## src/rtl/tfn_ram.sv

```systemverilog
// Generic single-write, single-read RAM with registered read data.
module tfn_ram #(
  parameter int WIDTH = 8,
  parameter int DEPTH = 16
) (
  input  logic                     clk,
  input  logic                     we,
  input  logic [$clog2(DEPTH)-1:0] waddr,
  input  logic [WIDTH-1:0]         wdata,
  input  logic [$clog2(DEPTH)-1:0] raddr,
  output logic [WIDTH-1:0]         rdata
);

  logic [WIDTH-1:0] mem [DEPTH];

  always_ff @(posedge clk) begin
    if (we) begin
      mem[waddr] <= wdata;
    end
    rdata <= mem[raddr];
  end

endmodule

```

## config.mk

```make
export PLATFORM = sky130hd
export DESIGN_NAME = tfn_ram
export DESIGN_NICKNAME = d
export VERILOG_FILES = /design/src/rtl/tfn_ram.sv
export SDC_FILE = /design/constraint.sdc
export NUM_CORES = 1
export LEC_CHECK = 0
export BUFFER_PORTS_ARGS = -buffer_cell sky130_fd_sc_hd__buf_2
export CAP_MARGIN = 15
export CORE_MARGIN = 2
export CORE_UTILIZATION = 30
export CTS_BUF_LIST = sky130_fd_sc_hd__clkbuf_4 sky130_fd_sc_hd__clkbuf_8
export CTS_CLUSTER_SIZE = 40
export DETAILED_ROUTE_END_ITERATION = 10
export SYNTH_ARGS = -nofsm -noshare
export SYNTH_HDL_FRONTEND = slang
export SYNTH_SLANG_ARGS = --single-unit
export TNS_END_PERCENT = 50
```

## constraint.sdc

```tcl
create_clock -name clk -period 2.8 [get_ports clk]
set_clock_uncertainty 0.15 [all_clocks]
set_input_delay 0.84 -clock clk [delete_from_list [all_inputs] [get_ports clk]]
set_output_delay 0.84 -clock clk [all_outputs]
set_load 0.02 [all_outputs]
```

Yosys cells after proc, flatten, opt, wreduce, memory -nomap -nowiden
Memory sizes are Yosys's and may differ from the RTL's. A register that Yosys moved wholly into a read port is not among the register bits.
Index checks and enable logic that the tools add are counted.
- output and inout port bits: 8
- bits in latches: 0
- memory bits (writable): 128
- memories: 1
- bits in read-only memories: 0
- bits in registers: 0
- memories (memory ; words ; width ; rd ports ; clocked after memory_dff ; write ports ; line ; RTL):
    mem ; 16 ; 8 ; 1 ; 1 ; 1 ; 14 ; logic [WIDTH-1:0] mem [DEPTH];
- shift-type cells: 0
- multiplexer cells: 2
- multipliers: 0
- magnitude comparators: 0
- eq/ne operators: 0
- reduce and logical (&&, ||, !) cells: 0
- bitwise logic cells: 0
- divide/modulo/power cells: 0
- add/subtract/negate cells: 0
- operators with widths (operator ; count):
    $mux 1 ; 2

Depth between registers and ports, before layout
- depth after elaboration: 2
- gate-level depth with buffers: 5
- depth with buffers taken out: 3

Worst setup path after synthesis
OpenSTA, ideal clock, no wires.
- path kind: input -> register
- start point: input waddr[2]
- end point: memory mem[0][0] (enable)
- setup slack: 0.317 ns
- required time: 2.267 ns
- setup time: 0.383 ns
- arrival time: 1.950 ns
- stages on the path: 2
- path through: or3b_2 -> nor3_1
- RTL lines (item ; line ; RTL):
    start: declaration ; 8 ; input logic [$clog2(DEPTH)-1:0] waddr,
    end: declaration ; 14 ;
Straight into the memory's write port.

Worst setup path in the final report
- start point: register rdata[7], read port of mem
- end point: output rdata[7]
- RTL lines (item ; line ; RTL):
    start: declaration ; 11 ; output logic [WIDTH-1:0] rdata
No word-level cell between the ends.

==> impl_metrics.tcl <==
set metrics [dict create \
    status "completed" \
    grt_pass1_vias 2621 \
    io_buffer_count 25 \
    multiInputGateArea_sq_mm 0.00106 \
    yosysUniqueCellTypes 19 \
    drt_pass1_iterations 4 \
    path_max_fanout 1 \
    fin_nets 304 \
    crit_buf_inv 1 \
    rr_worst_depth 3 \
    setup_viol 0 \
    cts_resized 0 \
    routedWlPerCell_um 19.2 \
    gp_congestion 0.719 \
    clockPowerShare 0.402 \
    grt_first_pass_wirelength_um 15400 \
    ant_nets 0 \
    drive_gt1_frac 0.324 \
    die_x_um 135 \
    overflow 0 \
    required_ns 1.81 \
    arrival_ns 1.05 \
    endpoint "rdata[7]" \
    path_clk_slew_ns 0.07 \
    worst-path-stages 1 \
    cp-start-kind "flop" \
    p_comb_frac 0.055 \
    power.density_mw_per_mm2 690 \
    route.detailed.vias_per_inst 4.61 \
    period_share 0.730 \
    power_frac_seq 0.543 \
    cp_top_family "flip-flops" \
    register_area_sq_mm 0.00400 \
    ios 26 \
    max_cap_viol_count 0 \
    syn_area_sq_mm 0.00515 \
    holdPathStages 3 \
    fmax_mhz 489 \
    relSlewSlack 0.730 \
    synth_top_area_frac 0.747 \
    fin_ws_ns 0.755 \
    critPathKind "flop to output pin" \
    postCtsSetupBuffers 0 \
    cp_slowest_cell "dfxtp_1" \
    place_ws_ns 0.332 \
    yosysSeqAreaShare 0.778 \
    post-route-drc-count 0 \
    initial_core_util 0.308 \
    sw_frac_of_total 0.207 \
    hpwl_um 6700 \
    coreArea_sq_mm 0.0167 \
    postSynthCellCount 229 \
    antenna_found_initial 0 \
    rsz0062_at_grt "no" \
    cts_sinks 136 \
    p_switching_mw 0.869 \
    layout_commonest_cell "edfxtp_1" \
    r2r_end "rdata[2]" \
    r2r-start "mem[1][2]" \
    diodes 0 \
    fin_setup_tns_ns 0 \
    worst_path_largest_cell_delay_ns 0.41 \
    tightestPinTransition_ns 0.405 \
    synth.net_count 247 \
    root_buffer "clkbuf_8" \
    track_usage 0.120 \
    leakagePower_nw 2.03 \
    ctsHoldBuffers 0 \
    cts_tree "done" \
    p_int_mw 3.34 \
    yosys_warnings 0 \
    clockBufferDepth 2 \
    drt_iter0_markers 226 \
    syn_area_per_cell_sq_um 22.5 \
    num_vias 2393 \
    synth_area_leader_cell "edfxtp_1" \
    finalCriticalPeriod_ns 2.04 \
    clk-insertion-delay-late_ns 0.44 \
    fillers 1591 \
    startpoint "rdata[7]" \
    die_area_sq_mm 0.0182 \
    hold_path_class "flop to flop" \
    syn_to_final_growth_pct 18.4 \
    hold_violations 0 \
    cp-end-kind "output pin" \
    cts_made_buffers 17 \
    drv_slew 0 \
    finalWirelength_um 9940 \
    most-common-layout-cells "128 x edfxtp_1, 25 x buf_2, 20 x buf_4, 18 x mux4_2, 17 x clkbuf_8" \
    synth.top_cells.by_area "edfxtp_1 75%, mux4_2 7.9%, mux4_1 7.1%, dfxtp_1 3.1%, a22oi_1 2.3%" \
    grt_max_degree 21 \
    r2r_setup_slack_ns 1.24 \
    num_rows 47 \
    cp_cell_sequence "buf_2" \
    die_h_um 135 \
    cts.htree.levels 4 \
    vdd_drop_max_mv 0.319 \
    ys_seq_elements 136 \
]
## power groups by stage
| stage | sequential (mW) | combinational, mW | clock, mW |
|---|---|---|---|
| after global routing | 2.29 | 0.252 | 1.81 |
| final | 2.29 | 0.231 | 1.69 |
| after global placement | 2.33 | 0.230 | 0 |
| after detailed placement | 2.33 | 0.235 | 0 |
| after floorplan | 2.34 | 0.116 | 0 |
| after CTS | 2.29 | 0.235 | 1.73 |
## cells in the mapped netlist
cell and number:
edfxtp_1 128, clkdlybuf4s25_2 3, nor2_1 13, mux4_1 14, buf_6 3, nand3_1 1
nand3b_1 2, nand2_1 9, buf_2 3, mux4_2 18, dfxtp_1 8, and2_1 1
nand2b_1 2, a22oi_1 16, or3b_2 1, buf_4 1, nor3_1 4, nor2b_1 1
and2b_1 1
## flip-flops by register name, indices dropped and copies added, names as in the netlist
signal and flops:
rdata 8, mem 128
## metal layers
layer	wire [um]	global-route usage	vias up
met5	0	0	-
met4	133	0.0394	0
met3	524	0.0413	12
met2	4970	0.195	64
met1	4310	0.153	1229
li1	-	-	1088
## worst reg2reg max path, cell delays in order, from the launching register on
cell	delay, ns
edfxtp_1	0.37
mux4_1	0.50
a22oi_1	0.33
nand2_1	0.09
## per-stage QoR
| step | power [mW] | area (sq um) | hold slack, ns | utilization | instances |
|---|---|---|---|---|---|
| 2_1_floorplan | 2.46 | 5150 | 0.479 | - | 229 |
| 3_3_place_gp | 2.56 | 5670 | 0.499 | 0.340 | 487 |
| 3_5_place_dp | 2.57 | 5670 | 0.513 | 0.340 | 487 |
| 4_1_cts | 4.25 | 6090 | 0.530 | 0.365 | 519 |
| 5_1_grt | 4.36 | 6090 | 0.571 | 0.365 | 519 |
| 6_report | 4.21 | 6090 | 0.529 | 0.365 | 519 |
## final cells by class
class	count	area share
clock buffers	18	0.0396
repair buffers	48	0.0550
flip-flops and latches	136	0.657
clock inverters	14	0.0298
well taps	220	0.0452
multi-input cells	83	0.173
## worst min-delay path by stage
stage / slack [ns] / to / start
final: 0.53 / rdata[7] / mem[6][7]
after global routing: 0.57 / rdata[7] / mem[6][7]
after CTS: 0.53 / rdata[2] / mem[15][2]
after detailed placement: 0.51 / rdata[2] / mem[15][2]
after global placement: 0.50 / rdata[2] / mem[12][2]
after floorplan: 0.48 / rdata[0] / mem[7][0]
## cells by family after synthesis
logic type / count (synthesis) / synth area share
buf+inv: 10 / 0.0168
compound gates: 16 / 0.0233
simple gates: 35 / 0.0318
mux: 32 / 0.150
flops: 136 / 0.778
(Power assumes the default switching activity.)
