## config.mk

```make
export PLATFORM = sky130hd
export DESIGN_NAME = tfn_queue
export DESIGN_NICKNAME = d
export VERILOG_FILES = /design/src/rtl/tfn_pkg.sv /design/src/rtl/tfn_queue.sv
export SDC_FILE = /design/constraint.sdc
export NUM_CORES = 1
export LEC_CHECK = 0
export BUFFER_PORTS_ARGS = -buffer_cell sky130_fd_sc_hd__buf_2
export CAP_MARGIN = 20
export CORE_ASPECT_RATIO = 0.75
export CORE_UTILIZATION = 44
export DETAILED_ROUTE_END_ITERATION = 12
export PLACE_DENSITY = 0.69
export RECOVER_POWER = 25
export SETUP_SLACK_MARGIN = 0.1
export SYNTH_ARGS = -nofsm -noshare
export SYNTH_HDL_FRONTEND = slang
export SYNTH_SLANG_ARGS = --single-unit
```

## constraint.sdc

```tcl
create_clock -name clk -period 9.6 [get_ports clk]
set_input_delay 1.92 -clock clk [delete_from_list [all_inputs] [get_ports clk]]
set_output_delay 1.92 -clock clk [all_outputs]
set_load 0.1 [all_outputs]
```

## src/rtl/tfn_pkg.sv

```systemverilog
// Shared constants and types of the triangle face normal unit.
package tfn_pkg;

  localparam int VERTEX_DEPTH = 4096;
  localparam int COORD_BITS   = 24;
  localparam int FIELD_W      = 24;
  localparam int IDX_W        = 13;
  localparam int ADDR_W       = $clog2(VERTEX_DEPTH);
  localparam int CNT_W        = $clog2(VERTEX_DEPTH + 1);
  localparam int CMP_W        = (IDX_W > CNT_W) ? IDX_W : CNT_W;
  localparam int EDGE_W       = COORD_BITS + 1;
  localparam int PROD_W       = 2 * EDGE_W;
  localparam int CROSS_W      = PROD_W + 1;
  localparam int MAG_W        = (CROSS_W > 31) ? CROSS_W : 31;
  localparam int NM_W         = 30;
  localparam int SQ_W         = 64;
  localparam int ROOT_STEPS   = 32;
  localparam int ROOT_W       = 31;
  localparam int FRAC_SH      = 14;
  localparam int QUO_W        = 15;
  localparam int NUM_W        = NM_W + FRAC_SH + 1;
  localparam int REM_W        = ROOT_W + 1;
  localparam int VERT_W       = 3 * COORD_BITS;

  localparam logic FUNC_VERTEX = 1'b0;
  localparam logic FUNC_FACE   = 1'b1;
  localparam logic KIND_NORMAL = 1'b0;
  localparam logic KIND_VERTEX = 1'b1;

  typedef struct packed {
    logic                      func;
    logic signed [FIELD_W-1:0] coord_x;
    logic signed [FIELD_W-1:0] coord_y;
    logic signed [FIELD_W-1:0] coord_z;
    logic [IDX_W-1:0]          index_a;
    logic [IDX_W-1:0]          index_b;
    logic [IDX_W-1:0]          index_c;
  } in_item_t;

  typedef struct packed {
    logic                      kind;
    logic signed [FIELD_W-1:0] out_x;
    logic signed [FIELD_W-1:0] out_y;
    logic signed [FIELD_W-1:0] out_z;
    logic                      bad_face;
    logic                      last;
  } out_item_t;

  typedef struct packed {
    logic signed [COORD_BITS-1:0] x;
    logic signed [COORD_BITS-1:0] y;
    logic signed [COORD_BITS-1:0] z;
  } vertex_t;

  typedef struct packed {
    logic [IDX_W-1:0] idx_a;
    logic [IDX_W-1:0] idx_b;
    logic [IDX_W-1:0] idx_c;
    logic [CNT_W-1:0] count;
  } face_t;

endpackage

```

## src/rtl/tfn_queue.sv

```systemverilog
// Two-entry queue of face requests between front and back end.
module tfn_queue import tfn_pkg::*; (
  input  logic  clk,
  input  logic  rst_n,
  input  logic  push,
  input  face_t push_data,
  input  logic  pop,
  output face_t head,
  output logic  empty,
  output logic  full
);

  face_t      mem_r [2];
  logic       wp_r;
  logic       rp_r;
  logic [1:0] cnt_r;

  assign empty = (cnt_r == 2'd0);
  assign full  = (cnt_r == 2'd2);
  assign head  = mem_r[rp_r];

  always_ff @(posedge clk) begin
    if (push) begin
      mem_r[wp_r] <= push_data;
    end
    if (!rst_n) begin
      wp_r  <= 1'b0;
      rp_r  <= 1'b0;
      cnt_r <= 2'd0;
    end else begin
      if (push) begin
        wp_r <= ~wp_r;
      end
      if (pop) begin
        rp_r <= ~rp_r;
      end
      case ({push, pop})
        2'b10:   cnt_r <= cnt_r + 2'd1;
        2'b01:   cnt_r <= cnt_r - 2'd1;
        default: cnt_r <= cnt_r;
      endcase
    end
  end

endmodule

```

# Yosys cells after proc, flatten, opt, wreduce, memory -nomap -nowiden
# Memory sizes are Yosys's and may differ from the RTL's. A register that Yosys moved wholly into a read port is not among the register bits.
# Index checks and enable logic that the tools add are counted.
# classes
addsub	2
multipliers	0
div_mod_pow	0
order_cmp	0
eq_ne	3
n_shift	0
mux	5
n_bitwise	2
reduce_logical	2
# ops
operator	count
$eq 2x2->1 const B	2
$mux 1	4
$pmux 2 s2	1
$add 2x1->2 const B	1
$eq 2x1->1 const B	1
$logic_not 2->1	1
$not 1->1	2
$reduce_bool 2->1	1
$sub 2x1->2 const B	1
# word_totals
reg_bits	4
latch_bits	0
mem_bits_rw	104
romBits	0
in_bits	56
output_inout_bits	54
word_cells	18
mem_count	1
# memory_table
name	depth	width	rd	rd_clocked_by_memory_dff	write_ports	line_no	source
mem_r	2	52	1	1	1	tfn_queue.sv:13	face_t mem_r [2];

# Longest topological paths before layout
# logic_depth
depth_word	3
mapped_depth	5
mapped_depth_nobuf	5

# Least setup slack after synthesis
# Ideal clock, no wire load.
# synth_timing
path_type	input -> register
from	input push
to	memory mem_r[0][0] (netlist bit), enable pin
arrival_time_ns	4.192
required_ns	9.135
setup_slack_ns	4.944
stages	2
path_buffers	0
cell_sequence	inv_1 -> nor2_1
# synth_between
elab_chain_len	2
# synth_lines
element	line_no	source
from (decl)	tfn_queue.sv:5	input logic push,
$mux 1	tfn_queue.sv:23	if (push) begin
$mux 1 (implied by the code)	tfn_queue.sv:24	mem_r[wp_r] <= push_data;
to (decl)	tfn_queue.sv:13	
# No other way between the ends.

==> impl_results.md <==
- Chip Width: 111.5 um
- Met2 usage: 0.2307
- Post-CTS Repair Setup Buffers: 0
- Final setup violation count: 0
- Pre-antenna DRT Iters: 10
- CP Capture Type: output port
- Mapped Nets: 241
- Clock skew: 0.003964 ns
- Maximum fanout along the worst path: 27
- First-pass GRT wire length: 10060 um
- CTS tree: built
- Via density: 4.790
- # IOs: 110
- RSZ-0062 raised after global routing: no
- Initial antenna violation count: 0
- Grt ovf: 0
- Kind of critical path: flop to output port
- Inserted Clock Buffers: 9
- Post-route clock period utilization: 0.4351
- FF-to-FF path depth: 2
- Final #Nets: 358
- Flop-to-flop setup slack: 8.07 ns
- P&R area growth vs syn: 24.93%
- Routed vias: 1983
- Max-slew violations: 0
- Switch Pwr: 0.3719 mW
- I/O Buffers: 109
- CTS max path bufs: 2
- DRC Markers: 7
- Register area share after synthesis: 0.8149
- GRT met3 Usage: 0.07988
- Final antenna diode count: 0
- Sw frac: 0.3106
- Leak: 1.853 nW
- Data required, critical path: 7.68 ns
- Max-slew headroom: 0.5222
- R2r startpoint: wp_r
- Fin Setup TNS: 0 ns
- Reg-to-Reg End: mem_r[1][35]
- Worst hold slack: 0.5050 ns
- Status: finished, violations left
- Syn. warnings: 0
- Hold depth: 2
- Failing checks: design-rule violations
- CP arrival: 2.26 ns
- Total internal power: 0.8255 mW
- Power share of the clock group: 0.312
- Final wirelength: 6413 um
- Later-pin clock latency in the skew report: 0.34 ns
- Vias in the first global route: 2085
- Mapped cell area: 3955 sq um
- Top Usage Layer GRT: met2
- Yosys reg bits: 109
- Drt wl/cell: 15.49 um
- HP Class: flop to flop
- Hold-fix buffers, CTS: 0
- Post-CTS Resized: 0
- Root Buffer: clkbuf_16
- Slew @ Worst Pin: 0.7168 ns
- Post-Synthesis Cells: 184
- DP HPWL: 4001 um
- Starting Density: 0.4599
- Final-report hold violation count: 0
- Fmax: 239.4 MHz
- Fill count: 675
- VDD IR max: 0.1509 mV
- Die Y: 84.11 um
- Share of power burned in registers: 0.467
- Core box area: 8600 sq um
- Min-delay src: cnt_r[1]
- Syn Area/Cell: 21.49 sq um
- H-tree levels: 3
- GPL Wtd Cong: 0.6765
- CTS clk-pin slew, worst paths: 0.06 ns
- Worst Hold Endpoint: cnt_r[1]
- Max-cap violation count: 0
- Largest net degree at the start of global routing: 54
- Gr usage total: 0.1465
- # clock sinks: 109
- Final Non-Filler Cells: 414
- Final Critical Period: 4.177 ns
- Yosys cell types: 16
- Placed cells: 398
- Combinational power share: 0.221
- Routed Antenna Nets: 0
- FP Rows: 29
- Die area: 9376 sq um
- Met1 Use GR: 0.1693
- Iter 0 DRT Violations: 86
- Power Dens Cells: 242.3 nW/um^2
- Share of cells above drive strength 1: 0.5817
- Critical Path Source Type: flop
[synth_stat cells]
library cell | instances | area share
dfxtp_1 | 5 | 0.025
inv_1 | 1 | 0.00095
o21a_1 | 1 | 0.0019
nor2_1 | 2 | 0.0019
mux2_2 | 52 | 0.15
xnor2_1 | 2 | 0.0044
and2_1 | 4 | 0.0063
ha_1 | 1 | 0.0032
xor2_1 | 1 | 0.0022
buf_2 | 6 | 0.0076
and2b_2 | 1 | 0.0022
o21ai_0 | 1 | 0.0013
nor2b_1 | 1 | 0.0016
a21boi_1 | 1 | 0.0019
edfxtp_1 | 104 | 0.79
or3_1 | 1 | 0.0016
[through the flow]
step	instance area (sq um)	setup WS [ns]	total power [mW]	utilization
after floorplan	3955	4.944	0.7922	-
after global placement	4638	5.766	0.8332	0.5394
after detailed placement	4638	5.757	0.8355	0.5394
after CTS	4945	5.372	1.209	0.5750
after global routing	4941	5.293	1.233	0.5746
final	4941	5.423	1.197	0.5746
[sequential cells by signal (all words and copies together), names as in the netlist, named ones only]
| register | flops |
|---|---|
| cnt_r | 2 |
| mem_r | 104 |
| rp_r | 1 |
| wp_r | 1 |
[critical path, stage by stage (launching register included)]
cell and delay, ns:
dfxtp_2 0.74, buf_4 0.46, mux2_2 0.40, buf_2 0.29
[power groups by stage]
stage,Combinational (mW),Sequential (mW),Clock [mW]
after floorplan,0.228,0.564,0
after CTS,0.266,0.560,0.383
after global routing,0.274,0.562,0.397
final,0.264,0.559,0.374
after global placement,0.264,0.569,0
after detailed placement,0.265,0.570,0
[metal layers]
| layer | vias up | routed length [um] |
|---|---|---|
| met4 | 0 | 85 |
| li1 | 947 | - |
| met2 | 77 | 2920 |
| met3 | 9 | 680 |
| met5 | - | 0 |
| met1 | 950 | 2728 |
[cell families after synthesis]
family,share of synthesized area
DFF,0.8149
muxes,0.1481
and+or+nand+nor,0.01361
buffers and inverters,0.008541
AOI/OAI and AO/OA,0.005062
xor gates and xnor gates,0.006645
adders and majority gates,0.003163
[worst max-delay path by stage]
| stage | to | depth (start not counted) | start | slack, ns |
|---|---|---|---|---|
| floorplan | mem_r[0][0] | 2 | push | 4.94 |
| global placement | head[1] | 3 | flop | 5.77 |
| detailed placement | head[38] | 3 | flop | 5.76 |
| CTS | head[38] | 3 | flop | 5.37 |
| global route | head[16] | 3 | flop | 5.29 |
| finish | head[38] | 3 | flop | 5.42 |
[layout by cell type, fill, tap and decap left out]
cell and n:
buf_2 106, edfxtp_1 104, mux2_2 52, clkbuf_16 9, clkbuf_1 4, dfxtp_1 4, and2_1 3, buf_4 3
xnor2_1 2, bufinv_16 2, clkinv_2 2, clkinv_1 2, and2b_2 1, and2_2 1, inv_1 1, xor2_1 1
nor2_1 1, nor2_4 1, nor2b_1 1, o21a_1 1, o21ai_0 1, or3_1 1, a21boi_1 1, ha_1 1
dfxtp_2 1
[area by class of cell]
cell class	count	area, sq um	share of cell area
Clock buffer	10	229.0	0.04634
Multi-Input combinational cell	68	706.9	0.1431
Timing Repair Buffer	112	564.3	0.1142
Sequential cell	109	3224	0.6526
Clock inverter	6	77.57	0.01570
Inverter	1	3.754	0.0007597
Tap cell	108	135.1	0.02735
No activity file was read; power rests on OpenSTA's default activity.
