===== src/rtl/tfn_pkg.sv =====
// Shared constants and types of the triangle face normal unit.
package tfn_pkg;

  localparam int VERTEX_DEPTH = 4096;
  localparam int COORD_BITS   = 24;
  localparam int FIELD_W      = 24;
  localparam int IDX_W        = 13;
  localparam int ADDR_W       = $clog2(VERTEX_DEPTH);
  localparam int CNT_W        = $clog2(VERTEX_DEPTH + 1);
  localparam int CMP_W        = (IDX_W > CNT_W) ? IDX_W : CNT_W;
  localparam int EDGE_W       = COORD_BITS + 1;
  localparam int PROD_W       = 2 * EDGE_W;
  localparam int CROSS_W      = PROD_W + 1;
  localparam int MAG_W        = (CROSS_W > 31) ? CROSS_W : 31;
  localparam int NM_W         = 30;
  localparam int SQ_W         = 64;
  localparam int ROOT_STEPS   = 32;
  localparam int ROOT_W       = 31;
  localparam int FRAC_SH      = 14;
  localparam int QUO_W        = 15;
  localparam int NUM_W        = NM_W + FRAC_SH + 1;
  localparam int REM_W        = ROOT_W + 1;
  localparam int VERT_W       = 3 * COORD_BITS;

  localparam logic FUNC_VERTEX = 1'b0;
  localparam logic FUNC_FACE   = 1'b1;
  localparam logic KIND_NORMAL = 1'b0;
  localparam logic KIND_VERTEX = 1'b1;

  typedef struct packed {
    logic                      func;
    logic signed [FIELD_W-1:0] coord_x;
    logic signed [FIELD_W-1:0] coord_y;
    logic signed [FIELD_W-1:0] coord_z;
    logic [IDX_W-1:0]          index_a;
    logic [IDX_W-1:0]          index_b;
    logic [IDX_W-1:0]          index_c;
  } in_item_t;

  typedef struct packed {
    logic                      kind;
    logic signed [FIELD_W-1:0] out_x;
    logic signed [FIELD_W-1:0] out_y;
    logic signed [FIELD_W-1:0] out_z;
    logic                      bad_face;
    logic                      last;
  } out_item_t;

  typedef struct packed {
    logic signed [COORD_BITS-1:0] x;
    logic signed [COORD_BITS-1:0] y;
    logic signed [COORD_BITS-1:0] z;
  } vertex_t;

  typedef struct packed {
    logic [IDX_W-1:0] idx_a;
    logic [IDX_W-1:0] idx_b;
    logic [IDX_W-1:0] idx_c;
    logic [CNT_W-1:0] count;
  } face_t;

endpackage


===== src/rtl/tfn_front.sv =====
// Front end: accepts beats, appends vertices, queues face requests.
module tfn_front import tfn_pkg::*; (
  input  logic              clk,
  input  logic              rst_n,
  input  logic              start,
  output logic              busy,
  input  in_item_t          in_item,
  input  logic              q_full,
  output logic              q_push,
  output face_t             q_data,
  output logic              ram_we,
  output logic [ADDR_W-1:0] ram_waddr,
  output vertex_t           ram_wdata
);

  logic             accept;
  logic [CNT_W-1:0] count_r;

  assign busy      = q_full;
  assign accept    = start && !q_full;
  assign ram_we    = accept && (in_item.func == FUNC_VERTEX)
                     && (count_r < CNT_W'(VERTEX_DEPTH));
  assign ram_waddr = count_r[ADDR_W-1:0];
  assign ram_wdata.x = COORD_BITS'(in_item.coord_x);
  assign ram_wdata.y = COORD_BITS'(in_item.coord_y);
  assign ram_wdata.z = COORD_BITS'(in_item.coord_z);

  assign q_push       = accept && (in_item.func == FUNC_FACE);
  assign q_data.idx_a = in_item.index_a;
  assign q_data.idx_b = in_item.index_b;
  assign q_data.idx_c = in_item.index_c;
  assign q_data.count = count_r;

  always_ff @(posedge clk) begin
    if (!rst_n) begin
      count_r <= '0;
    end else if (ram_we) begin
      count_r <= count_r + CNT_W'(1);
    end
  end

endmodule


===== config.mk =====
export PLATFORM = sky130hd
export DESIGN_NAME = tfn_front
export DESIGN_NICKNAME = d
export VERILOG_FILES = /design/src/rtl/tfn_pkg.sv /design/src/rtl/tfn_front.sv
export SDC_FILE = /design/constraint.sdc
export NUM_CORES = 1
export LEC_CHECK = 0
export ABC_AREA = 1
export BUFFER_PORTS_ARGS = -buffer_cell sky130_fd_sc_hd__buf_2
export CAP_MARGIN = 20
export CORE_AREA = 2 2 100 102
export CTS_CLUSTER_SIZE = 12
export DETAILED_ROUTE_END_ITERATION = 7
export DIE_AREA = 0 0 102 104
export GPL_TIMING_DRIVEN = 0
export PLACE_DENSITY = 0.52
export SYNTH_ARGS = -nofsm -noshare
export SYNTH_HDL_FRONTEND = slang
export SYNTH_SLANG_ARGS = --single-unit

===== constraint.sdc =====
create_clock -name clk -period 1.83 [get_ports clk]
set_clock_uncertainty 0.1 [all_clocks]
set_input_delay 0.2745 -clock clk [delete_from_list [all_inputs] [get_ports clk]]
set_output_delay 0.2745 -clock clk [all_outputs]
set_load 0.005 [all_outputs]

== After elaboration in Yosys (flattened, before gate mapping) ==
Index checks and enable logic that the tools add are counted.

* Add/subtract/negate cells: 1
* $lt $le $gt $ge: 1
* Bitwise logic cells: 1
* Reduce and logical (&&, ||, !) cells: 5

{| class="wikitable"
|+ Operator list
! operator !! count
|-
| adder 13 x 1 -> 13 bit, second input constant || 1
|-
| less-than comparator 13 bit, second input constant || 1
|-
| logical AND 1 bit || 4
|-
| zero test 1 bit || 1
|-
| inverter 1 bit || 1
|}

* Register bits: 13
* Bits of input ports: 116
* Output and inout port bits: 139
* Word-level logic and storage cells: 9

== Longest topological paths before layout ==
Gate-level depths: netlist of run 1.

* Word-level depth: 4
* Mapped depth: 9
* Depth with buffers taken out: 9

== Worst setup path before layout of run 1 ==
OpenSTA, ideal clock, no wires.

* Kind: reg2reg
* From: reg count_r[1]
* To: reg count_r[8]
* Library setup time: 0.110 ns
* Data arrival time: 1.095 ns
* Required time: 1.620 ns
* Setup slack: 0.524 ns
* Cell stages (with the launch flop): 9
* Buffers on the path: 0
* Period minus slack after synthesis: 1.306 ns
* Path through: dfxtp_1 ha_1 nand2_1 inv_1 nand3_2 nor2_1 nand2_1 nand2_1 nor2_2

* Longest elaborated chain between the ends: 2
* Elaborated cells on any way between the ends: 3
* Those cells by class: 1 x add/sub; 1 x order compare; 1 x reduce/logical

{| class="wikitable"
|+ RTL lines
! item !! line !! source
|-
| from (decl) || tfn_front.sv:17 || <nowiki>logic [CNT_W-1:0] count_r;</nowiki>
|-
| from (signal assigned) || tfn_front.sv:38 || <nowiki>count_r <= count_r + CNT_W'(1);</nowiki>
|-
| less-than comparator 13 bit || tfn_front.sv:22 || <nowiki>&& (count_r < CNT_W'(VERTEX_DEPTH));</nowiki>
|-
| logical AND 1 bit || tfn_front.sv:22 ||
|}

Several ways; a longest one is shown, not always the timed one.
A chain may end at the register's enable or synchronous reset.

== Worst setup path after layout of run 1 ==
Ends and elaborated chain as after synthesis.

==> results.ini, run 1 <==
[cells_and_area]
reg_top3=count_r x13
fillers=1063
instances_no_fill=516
regMostFlops=count_r
largest_reg_flops=13
area_growth_pct=56.6
drive_gt1_frac=0.728
finish.utilization=0.269
nNetsFinal=501
n_antenna_cell=0

[worst_hold_path]
min_path_cells=3
hp-class=input port to register

[synth]
ys.flop_type=dfxtp_1
synth_area_leaders=buf_4 (57%), dfxtp_1 (16%), nand2_1 (6.4%), nor2_1 (4.8%), inv_1 (4.6%)
syn_area_um2=1640
yosysTopAreaCell=buf_4
ys_warn_count=0
yosysSeqAreaShare=0.159
synth.most_common_cell=buf_4
synthCells=236
synth-seq-cells=13
synthTopCellsByCount=buf_4 (124), nand2_1 (28), nor2_1 (21)
synth-edff-count=0
synth-async-reset-ratio=0
synth_fp_nets=353
synth.top_cell.area_share=0.568
ys_types=17
syn_area_per_cell_um2=6.95

[drt]
dr.pass1.iters=4
drc_errors=0
wire_per_inst_um=8.31
drtAntennaViolNets=0
wirelength_um=4290
drtIter0Drc=56
via_count=1750
vias_per_cell=3.39

[grt]
first_global_vias=1357
grt.total_usage=0.0670
grt_first_pass_wirelength_um=5890
grt_max_degree=11
grt_overflow=0
antenna_found_initial=0

[die]
start_util=0.172
io_pins=255
die_height_um=104
rows=36
core_um2=9550
die-width_um=102
dieArea_um2=10600

[clock_tree]
root_buffer=clkbuf_8
hold_buffers=0
path_clk_slew_ns=0.06
postCtsResizedCells=0
cts.sink_count=13
cts_setup_buffers=0
ctsLongestPathBuffers=2
ctsHtreeMaxLevel=1
cts_tree=yes
clk_latency_ns=0.24
cts-buffers-inserted=3

[placement]
post-place-cells=512
port_buffers=143
place_congestion=0.752
dp_hpwl_um=3850

[sta]
period_share=0.785
drv_slew=0
tightest_slew_ns=0.257
fmax_ghz=0.696
fin_crit_ns=1.44
slew_headroom=0.829
finalHoldViolations=0
finalSetupViolCount=0
finalSetupTns_ns=0
rsz0062_at_grt=false

[power_and_ir_drop]
leakage_nw=1.51
power_density_nw_per_um2=352
irDropWorstVdd_mv=0.144

[setup_path]
crit_fanout=6
worstPathRequired_ns=1.88
worstSetupEndpointType=register
arrival_ns=1.48
path_class=register to register
worstSetupStartpointType=register
reg2reg_depth=8

[status]
status=finished clean

[flow_run]
cap_violations=0

worst max-delay path, stage by stage, from the launching register on:
cell,delay [ns]
dfxtp_1,0.41
ha_1,0.19
nand2_1,0.07
inv_1,0.07
nand3_2,0.13
nor2_1,0.18
nand2_1,0.08
nand2_1,0.07
nor2_2,0.04
cell families after synthesis:
logic type	synth area share
buffers and inverters	0.619
and+or+nand+nor	0.181
DFF	0.159
AOI/OAI and AO/OA	0.0336
adders and majority gates	0.00763
layer usage:
| layer | global-route usage | wire [um] |
|---|---|---|
| met5 | 0 | 0 |
| met4 | 0.0257 | 58 |
| met2 | 0.140 | 2290 |
| met1 | 0.0660 | 1420 |
| met3 | 0.00269 | 528 |
area by class of cell:
cell class,instances,area (um2),area share
flip-flops and latches,13,260,0.101
multi-input cells,77,364,0.142
inverters,21,78.8,0.0307
plain buffers,125,936,0.365
clock buffers,4,45.0,0.0176
repair buffers,143,716,0.279
well taps,133,166,0.0648
worst paths after layout:
| path | startpoint | to | slack, ns |
|---|---|---|---|
| max | count_r[1]$_SDFFE_PN0P_ | count_r[8]$_SDFFE_PN0P_ | 0.39 |
| min | rst_n | count_r[3]$_SDFFE_PN0P_ | 0.20 |
| max reg2reg | count_r[1]$_SDFFE_PN0P_ | count_r[8]$_SDFFE_PN0P_ | 0.39 |
| min reg2reg | count_r[12]$_SDFFE_PN0P_ | count_r[12]$_SDFFE_PN0P_ | 0.39 |
power breakdown:
part | switching [mW] | internal (mW)
combinational | 0.105 | 0.247
sequential | 0.00332 | 0.285
clock | 0.107 | 0.154
total | 0.216 | 0.686
stage by stage:
| step | hold slack [ns] | instance area, um2 | power, mW | setup slack [ns] |
|---|---|---|---|---|
| 4_1_cts | 0.193 | 2570 | 0.911 | 0.363 |
| 3_3_place_gp | 0.384 | 2520 | 0.649 | 0.393 |
| 5_1_grt | 0.216 | 2570 | 0.954 | 0.244 |
| 2_1_floorplan | 0.307 | 1640 | 0.517 | 0.524 |
| 3_5_place_dp | 0.384 | 2520 | 0.652 | 0.368 |
| 6_report | 0.198 | 2570 | 0.902 | 0.394 |
placed cells by master, fill, tap and decap left out, drive strengths merged:
cell	count
nand3	4
o21ai	5
nor2	26
nand2	29
ha	1
inv	21
a21oi	6
clkbuf	4
nand4	4
dfxtp	13
buf	268
nor3	2
Power figures use the tool's default switching activity.
==> run 2, diff against run 1 <==
--- a/config.mk
+++ b/config.mk
@@ -8,12 +8,12 @@
 export ABC_AREA = 1
 export BUFFER_PORTS_ARGS = -buffer_cell sky130_fd_sc_hd__buf_2
 export CAP_MARGIN = 20
-export CORE_AREA = 2 2 100 102
+export CORE_AREA = 2 2 99 101
 export CTS_CLUSTER_SIZE = 12
 export DETAILED_ROUTE_END_ITERATION = 7
-export DIE_AREA = 0 0 102 104
+export DIE_AREA = 0 0 101 103
 export GPL_TIMING_DRIVEN = 0
-export PLACE_DENSITY = 0.52
+export PLACE_DENSITY = 0.55
 export SYNTH_ARGS = -nofsm -noshare
 export SYNTH_HDL_FRONTEND = slang
 export SYNTH_SLANG_ARGS = --single-unit
==> constraint.sdc (replaced) <==
create_clock -name clk -period 1.25 [get_ports clk]
set_clock_uncertainty 0.1 [all_clocks]
set_input_delay 0.1875 -clock clk [delete_from_list [all_inputs] [get_ports clk]]
set_output_delay 0.1875 -clock clk [all_outputs]
set_load 0.005 [all_outputs]
==> results.ini, run 2 (same netlist as run 1, synthesis figures left out) <==
[status]
status=finished, violations left
violations=negative setup slack

[placement]
dp_hpwl_um=3930
port_buffers=143
place_area_um2=2500
post-place-cells=493
place_congestion=0.717

[cells_and_area]
largest_reg_flops=13
n_antenna_cell=0
mostFrequentLayoutCells=buf_2 (143), buf_4 (131), nand2_1 (23), inv_1 (18), nor2_1 (17)
area_growth_pct=65.6
reg_top3=count_r x13
instances_no_fill=505
fin_area_um2=2710
nNetsFinal=509
regMostFlops=count_r
final_common_cell=buf_2
fillers=1032
drive_gt1_frac=0.801

[clock_tree]
ctsLongestPathBuffers=2
cts.sink_count=13
cts_tree=yes
cts-buffers-inserted=3
path_clk_slew_ns=0.06
ctsHtreeMaxLevel=1
clk_latency_ns=0.25
hold_buffers=0
root_buffer=clkbuf_8

[sta]
finalSetupViolCount=5
fin_crit_ns=1.27
slew_headroom=0.813
rsz0062_at_grt=true
tightest_slew_ns=0.279
drv_slew=0
finalHoldWorstSlack_ns=0.0936
worst_slack_ns=-0.0210
finalHoldViolations=0
fmax_ghz=0.787
period_share=1.02

[drt]
vias_per_cell=3.61
wire_per_inst_um=9.13
drtIter0Drc=33
drc_errors=0
wirelength_um=4610
dr.pass1.iters=4
drtAntennaViolNets=0
via_count=1824

[grt]
grt_first_pass_wirelength_um=5560
grt_overflow=0
grt.total_usage=0.0674
antenna_found_initial=0
first_global_vias=1309
grt_max_degree=11

[setup_path]
path_class=register to register
crit_fanout=4
worstPathRequired_ns=1.29
reg2reg_slack_ns=-0.02
arrival_ns=1.32
worstSetupStartpointType=register
worstSetupEndpointType=register

[flow_run]
cap_violations=0

[die]
die_height_um=103
core_um2=9460
die-width_um=101
start_util=0.173
rows=36
dieArea_um2=10400
io_pins=255

[power_and_ir_drop]
fin_total_pwr_mw=1.34
irDropWorstVdd_mv=0.217
leakage_nw=1.56
power_density_nw_per_um2=492

[worst_hold_path]
hp-class=input port to register

[run 2: what timing repair did]
| action | in CTS | in global routing |
|---|---|---|
| pin swaps | 5 | 5 |
| gates resized for setup | 18 | 21 |
| buffers inserted | 7 | 1 |
| endpoints found under the setup margin | 11 | 17 |
[run 2: cell type report]
type                       instances  area (um2)  area share
buffer                           125         936       0.345
timing repair buffer             151         786       0.290
multi-input combinational         77         435       0.160
sequential                        13         287       0.106
tap                              114         143      0.0526
inverter                          21        81.3      0.0300
clock buffer                       3        41.3      0.0152
clock inverter                     1        5.00     0.00184
[run 2: power by group]
group	switching (mW)	total, mW	internal, mW	leakage [nW]
Clock	0.158	0.379	0.221	0.0255
Sequential	0.00433	0.414	0.410	0.112
Combinational	0.167	0.544	0.377	1.43
[run 2: worst max-delay path, stage by stage (launching register included)]
cell and delay (ns):
dfxtp_4 0.36, ha_4 0.13, nand2_2 0.06, inv_2 0.06
nand3_4 0.10, nor2_4 0.17, nand3_2 0.08, nand2_1 0.06
nor2_1 0.04
[run 2: routing by layer]
layer | up-vias | track usage | wire length, um
met3 | 5 | 0.00542 | 471
li1 | 901 | - | -
met2 | 127 | 0.141 | 2580
met4 | 0 | 0.0374 | 71
met5 | - | 0 | 0
met1 | 791 | 0.0640 | 1490
[run 2: metrics by stage]
step                setup TNS [ns]   util  setup slack (ns)
finish                     -0.0592  0.287           -0.0210
global route                -0.503  0.287           -0.0957
CTS                         -0.133  0.280           -0.0373
detailed placement          -0.553  0.264            -0.143
global placement            -0.420  0.264            -0.125
floorplan                        0      -           0.00478
[run 2: final timing paths]
path                                                  to  cells past startpoint                     from
worst max-delay path            count_r[10]$_SDFFE_PN0P_                      8  count_r[1]$_SDFFE_PN0P_
worst min-delay path             count_r[3]$_SDFFE_PN0P_                      3                    rst_n
worst max register to register  count_r[10]$_SDFFE_PN0P_                      8  count_r[1]$_SDFFE_PN0P_
worst min register to register   count_r[2]$_SDFFE_PN0P_                      2  count_r[2]$_SDFFE_PN0P_
==> run 3, diff against run 2 <==
==> constraint.sdc (replaced) <==
create_clock -name clk -period 1.25 [get_ports clk]
set_clock_uncertainty 0.1 [all_clocks]
set_input_delay 0.0625 -clock clk [delete_from_list [all_inputs] [get_ports clk]]
set_output_delay 0.0625 -clock clk [all_outputs]
set_load 0.005 [all_outputs]
==> results.ini, run 3 (same netlist as run 1, synthesis figures left out) <==
[status]
status=finished, violations left
violations=negative setup slack

[drt]
wirelength_um=4590
vias_per_cell=3.61
drtIter0Drc=23
drtAntennaViolNets=0
via_count=1832
wire_per_inst_um=9.05
drc_errors=0
dr.pass1.iters=4

[placement]
port_buffers=143
place_congestion=0.717
post-place-cells=493
dp_hpwl_um=3930
pre_cts_ws_ns=-0.143

[cells_and_area]
area_growth_pct=66.1
finish.utilization=0.288
instances_no_fill=507
n_antenna_cell=0
largest_reg_flops=13
drive_gt1_frac=0.802
nNetsFinal=511
reg_top3=count_r x13
fillers=1029
regMostFlops=count_r
mostFrequentLayoutCells=buf_2 (144), buf_4 (133), nand2_1 (23), inv_1 (18), nor2_1 (17)
final_common_cell=buf_2

[clock_tree]
path_clk_slew_ns=0.06
clk_latency_ns=0.25
ctsLongestPathBuffers=2
ctsHtreeMaxLevel=1
cts.sink_count=13
cts-buffers-inserted=3
root_buffer=clkbuf_8
cts_tree=yes

[sta]
worst_slack_ns=-0.0209
finalHoldViolations=0
rsz0062_at_grt=true
fmax_ghz=0.787
finalHoldWorstSlack_ns=0.0905
fin_crit_ns=1.27
slew_headroom=0.816
period_share=1.02
tightest_slew_ns=0.275
drv_slew=0
finalSetupViolCount=2

[grt]
grt_max_degree=11
grt_first_pass_wirelength_um=5550
antenna_found_initial=0
grt.total_usage=0.0674
first_global_vias=1308
grt_overflow=0

[setup_path]
path_class=register to register
worstPathCellList=ha_4, nand2_2, inv_2, nand3_4, nor2_4, nand3_2, nand2_1, nor2_1
slowest_stage=dfxtp_4
worstSetupEndpointType=register
slowest_delay_ns=0.36
worstSetupStartpointType=register
arrival_ns=1.32
crit_fanout=4
cp_top_family=simple AND/OR/NAND/NOR gates
worstPathRequired_ns=1.30
cp_num_buf_inv=1

[die]
dieArea_um2=10400
io_pins=255
start_util=0.173
die_height_um=103
core_um2=9460
rows=36
die-width_um=101

[power_and_ir_drop]
fin_total_pwr_mw=1.34
power_density_nw_per_um2=494
irDropWorstVdd_mv=0.209
leakage_nw=1.57

[worst_hold_path]
hp-class=input port to register

[flow_run]
cap_violations=0

## run 3: changes by cell type in the layout (fill, tap and decap cells not counted)
cell	before	now
dlygate4sd3_1	0	1
o21ai_1	2	1
buf_2	143	144
buf_4	131	133
o21ai_2	0	1
dfxtp_4	5	4
dfxtp_2	6	7
buf_6	2	0
## run 3: final timing paths
kind | startpoint | endpoint | slack [ns] | cells after the start
min reg2reg | count_r[2]$_SDFFE_PN0P_ | count_r[2]$_SDFFE_PN0P_ | 0.39 | 2
max | count_r[1]$_SDFFE_PN0P_ | count_r[10]$_SDFFE_PN0P_ | -0.02 | 8
min | in_item[111] | count_r[0]$_SDFFE_PN0P_ | 0.09 | 4
max reg2reg | count_r[1]$_SDFFE_PN0P_ | count_r[10]$_SDFFE_PN0P_ | -0.02 | 8
## run 3: through the flow
stage               TNS, ns  cell area, um2
floorplan                 0            1640
global placement     -0.420            2500
detailed placement   -0.553            2500
CTS                 -0.0976            2650
global route         -0.454            2720
finish              -0.0342            2720
## run 3: layout make-up
cell class,instances,area [um2],area share
Buffer,125,936,0.344
Tap cell,114,143,0.0524
Clock inverter,1,5.00,0.00184
Inverter,21,81.3,0.0299
Sequential cell,13,284,0.104
Timing Repair Buffer,153,793,0.291
Clock buffer,3,41.3,0.0152
Multi-Input combinational cell,77,439,0.161
## run 3: where the power goes
part	internal, mW	switching [mW]	total, mW	leakage (nW)
combinational	0.377	0.167	0.544	1.44
clock	0.221	0.163	0.384	0.0255
sequential	0.412	0.00432	0.416	0.112
total	1.01	0.334	1.34	1.57
## run 3: tightest hold or removal path: stages
cell	delay (ns)
buf_2	0.11
nor2_4	0.05
nand2_2	0.11
a21oi_1	0.07
## run 3: repair_timing
action | in CTS | in global routing
hold endpoints to repair | 3 | 0
setup endpoints to repair | 10 | 11
hold buffers | 1 | 0
resized for setup | 15 | 22
pin swaps | 4 | 5
setup buffers | 6 | 3
## run 3: routing by layer
| layer | vias up | share of wire | GRT usage |
|---|---|---|---|
| met1 | 791 | 0.32 | 0.0640 |
| met5 | - | 0 | 0 |
| met4 | 0 | 0.015 | 0.0374 |
| met3 | 5 | 0.10 | 0.00542 |
| met2 | 130 | 0.56 | 0.141 |
| li1 | 906 | - | - |
